--- config.mk ---
export PLATFORM = sky130hd
export DESIGN_NAME = iss_cell
export DESIGN_NICKNAME = d
export VERILOG_FILES = /design/src/rtl/integer_sorting_store_assert.svh /design/src/rtl/iss_pkg.sv /design/src/rtl/iss_cell.sv
export SDC_FILE = /design/constraint.sdc
export NUM_CORES = 1
export LEC_CHECK = 0
export ABC_AREA = 1
export BUFFER_PORTS_ARGS = -buffer_cell sky130_fd_sc_hd__buf_2
export CAP_MARGIN = 20
export CORE_ASPECT_RATIO = 0.5
export CORE_MARGIN = 5
export CORE_UTILIZATION = 30
export CTS_BUF_LIST = sky130_fd_sc_hd__clkbuf_8
export DETAILED_ROUTE_END_ITERATION = 10
export GPL_TIMING_DRIVEN = 0
export PLACE_DENSITY_LB_ADDON = 0.15
export SETUP_SLACK_MARGIN = 0.3
export SLEW_MARGIN = 20
export SYNTH_ARGS = -nofsm -noshare
export SYNTH_HDL_FRONTEND = slang
export SYNTH_SLANG_ARGS = --single-unit
export TNS_END_PERCENT = 50
--- constraint.sdc ---
create_clock -name clk -period 11 [get_ports clk]
set_input_delay 0.55 -clock clk [delete_from_list [all_inputs] [get_ports clk]]
set_output_delay 0.55 -clock clk [all_outputs]
set_load 0.1 [all_outputs]
--- src/rtl/integer_sorting_store_assert.svh ---
// Assertion macros shared by the sorting store.
`ifndef INTEGER_SORTING_STORE_ASSERT_SVH
`define INTEGER_SORTING_STORE_ASSERT_SVH

// The consequent must hold in the same cycle as the antecedent.
`define ISS_ASSERT_NOW(lbl, clock, rst_n, ante, cons) \
	lbl: assert property (@(posedge clock) disable iff (!rst_n) (ante) |-> (cons)) \
		else $error("sorting store assertion failed");

// The consequent must hold in the cycle after the antecedent.
`define ISS_ASSERT_NEXT(lbl, clock, rst_n, ante, cons) \
	lbl: assert property (@(posedge clock) disable iff (!rst_n) (ante) |=> (cons)) \
		else $error("sorting store assertion failed");

`endif

--- src/rtl/iss_pkg.sv ---
package iss_pkg;

	localparam int CAPACITY = 256;
	localparam int CNT_W    = $clog2(CAPACITY + 1);
	localparam int DATA_W   = 32;

	localparam logic ACTION_LOAD   = 1'b0;
	localparam logic ACTION_UNLOAD = 1'b1;

	localparam logic [1:0] STATUS_OK    = 2'd0;
	localparam logic [1:0] STATUS_FULL  = 2'd1;
	localparam logic [1:0] STATUS_EMPTY = 2'd2;

	typedef struct packed {
		logic load;
		logic unload;
	} cell_ctrl_t;

endpackage

--- src/rtl/iss_cell.sv ---
module iss_cell (
	input  logic                                clk,
	input  iss_pkg::cell_ctrl_t                 ctrl,
	input  logic                                occ,
	input  logic signed [iss_pkg::DATA_W-1:0]   new_value,
	input  logic signed [iss_pkg::DATA_W-1:0]   left_value,
	input  logic                                left_ge,
	input  logic signed [iss_pkg::DATA_W-1:0]   right_value,
	output logic                                ge,
	output logic signed [iss_pkg::DATA_W-1:0]   value
);

	logic signed [iss_pkg::DATA_W-1:0] value_q;

	// An empty cell counts as larger than any value, so the insertion point is the
	// first cell whose flag is set while its left neighbour's is clear.
	assign ge    = !occ || (value_q > new_value);
	assign value = value_q;

	always_ff @(posedge clk) begin
		if (ctrl.load) begin
			if (ge && !left_ge) begin
				value_q <= new_value;
			end else if (ge) begin
				value_q <= left_value;
			end
		end else if (ctrl.unload) begin
			value_q <= right_value;
		end
	end

endmodule

==> impl_results.md <==
* TritonCTS buffer count at 5
* Core area at 8890 um2
* Routed wire length at 8520 um
* Largest family of logic cells by synthesized area: simple AND/OR/NAND/NOR gates
* R2R cell count at 13
* H-Tree Depth at 2
* Max reg flops at 32
* Hold path start: right_value[25]
* DPL Wire Length at around 7000 um
* Post-CTS Hold Buffers at 0
* Non-Filler Instances at 653
* Post-Synth Simple-Gate Area at 33.8%
* Fillers at 998
* Fin. Hold Viols at 0
* PostCTS Resize Cnt at 0
* Post-Synth XOR/XNOR Area at 0%
* Peak VDD IR at 47.6 uV
* Worst Setup End Kind: output port
* Vias in the first global route at 2,841
* Worst Hold Class: input port to register
* Chip height at approximately 80 um
* TNS Setup at 0 ps
* Multiplexer share of the synthesized area at 0%
* Antenna violations before repair at 0
* Yosys top cell by area: edfxtp_1
* Initial Util at 31.3%
* Worst r2r src: value[31]
* Area share of the largest cell type after synthesis at 34.5%
* Seq cells post-synth at 32
* Power per cell area at 144 nW/um2
* Port Buffers at 132
* Vias per cell at ~4.4
* Synth cell types at 20
* I/O pin count at about 130
* RSZ-0062 raised after global routing: no
* Post-Synth Adder-Cell Area at 14.4%
* Clock skew at 7.49 ps
* CP arrival at 2860 ps
* Clock sink total at 32
* Mapped Cells at 394
* R2R setup slack at 8130 ps
* Largest net degree at the start of global routing at 15
* Synth Area in Compound Gates at 3.46%
* P_leak at approximately 2.2 nW
* Clock Latency Late Sink at 290 ps
* Max-slew headroom at 64.2%
* Status: completed
* GRT Resource Usage Total at 14.5%
* Total grt overflow at 0
* Top cells by area, synth: edfxtp_1 35%, nand2_1 18%, ha_1 14%, nand3_1 12%, inv_1 10%
* GP Congestion at 0.796
* DP Area at 3650 um2
* Crit Path Category: register to output port
* Via Count at about 2,900
* Nets at 668
* Die Span X at 146 um
* Commonest cells after routing, fill and taps aside: 135 x buf_2, 134 x nand2_1, 79 x inv_1
* Wire length per cell at 13.1 um
* Row count at 24
* Drt first pass iters at 4
* TritonCTS clock tree: built
* Max Slew Vio Count at 0
* Share of layout cells above drive strength 1 at between 20% and 30%
* Clock Path Buffers at 2
* Final Cycle Share at 31.0%
* Max-Cap Viols at 0
* CP Max Fanout at 10
* Hold path depth at 3
* Hold path endpoint: value[25]
* Wire length of the first global-routing pass at 13,500 um
* Clock root cell: clkbuf_8
* Worst-Margin Slew at 538 ps
* DRC at 0
* Final instance area at between 3000 and 4000 um2
* N_diodes at 0
* Yosys warnings at 0
* Worst-path clk slew at roughly 80 ps
* Die ar. at roughly 11,000 um2
* CP Launch Type: register
* Dpl cells at 645
* FF-to-FF End: value[22]
* Required @ worst endpoint at 10,450 ps
* Highest clock rate at ~290 MHz
* Cell Area, Synth at 2790 um2
* Remaining antenna violation count at 0
* Post-CTS Setup Inserts at 0
* Setup violators final at 0
* Syn Nets at 527
* Tmin final at around 3400 ps
* Area grow syn2layout at 33.9%
* Initial DRC Count at 102
* Syn avg cell area at 7.07 um2
* Post-synthesis sequential area ratio at around 35%
* Commonest non-fill, non-tap cell in the layout: buf_2
-- synth_stat cells --
cell type / count
buf_6: 3
nand2_2: 1
o21a_1: 1
nor3b_2: 1
a31oi_1: 1
nand2_4: 2
buf_2: 3
edfxtp_1: 32
buf_4: 3
a21oi_1: 13
ha_1: 32
clkbuf_1: 7
nor2_1: 10
inv_1: 77
a21o_1: 1
nor2_2: 1
o21ai_0: 2
nand2_1: 134
nand4_1: 2
nand3_1: 68
-- through the flow --
stage / setup slack, ps / hold slack [ps] / util [%] / total power, mW
final: 7590 / 523 / 42.0 / 0.536
after detailed placement: 7650 / 827 / 41.1 / 0.450
after floorplan: 6890 / 736 / - / 0.383
after CTS: 7570 / 509 / 42.0 / 0.544
after global routing: 7300 / 517 / 42.0 / 0.571
after global placement: 5700 / 824 / 40.4 / 0.445
-- layout make-up --
type | instances | area, um2 | share of cell area [%]
Tap cell | 117 | 146 | 3.92
Clock inverter | 3 | 11.3 | 0.302
Sequential cell | 32 | 961 | 25.8
Clock buffer | 5 | 68.8 | 1.85
Inverter | 77 | 289 | 7.75
Multi-Input combinational cell | 269 | 1450 | 38.9
Timing Repair Buffer | 134 | 703 | 18.9
Buffer | 16 | 97.6 | 2.62
-- power breakdown --
group          switching [mW]  internal, mW  total [mW]
clock                  0.0493        0.0423      0.0916
combinational           0.210        0.0688       0.278
sequential            0.00904         0.157       0.166
total                   0.268         0.268       0.536
-- cells by family (layout without fill, tap and decap cells) --
logic type | after synthesis | after routing
buf+inv | 93 | 235
flops | 32 | 32
fa+ha+maj | 32 | 32
simple gates | 219 | 219
compound gates | 18 | 18
-- per-layer routing --
| layer | up-vias | routed length, um | GRT usage [%] |
|---|---|---|---|
| met3 | 7 | 687 | 4.83 |
| met4 | 0 | 74 | 4.32 |
| met5 | - | 0 | 0 |
| met2 | 91 | 3860 | 23.1 |
| li1 | 1533 | - | - |
| met1 | 1245 | 3900 | 18.8 |
-- critical path, cell delays in order, from the launching register on --
cell and delay [ps]:
edfxtp_1 400, ha_1 370, nand2_1 110, nor2_2 120, nand2_1 90, nor3b_2 320
nand2_1 120, nand2_1 70, nand2_1 40, nand2_1 70, nand2_2 90, nand2_4 120
buf_4 190, buf_2 440
-- worst max path at each step --
stage	cells after the start	from	slack [ps]	endpoint
after floorplan	11	value[31]	6890	value[0]
after global placement	13	new_value[31]	5700	value[26]
final	13	value[31]	7590	ge
after CTS	13	value[31]	7570	ge
after global routing	13	value[31]	7300	ge
after detailed placement	15	new_value[31]	7650	ge
Note: power is estimated with default switching activity, not from simulation.
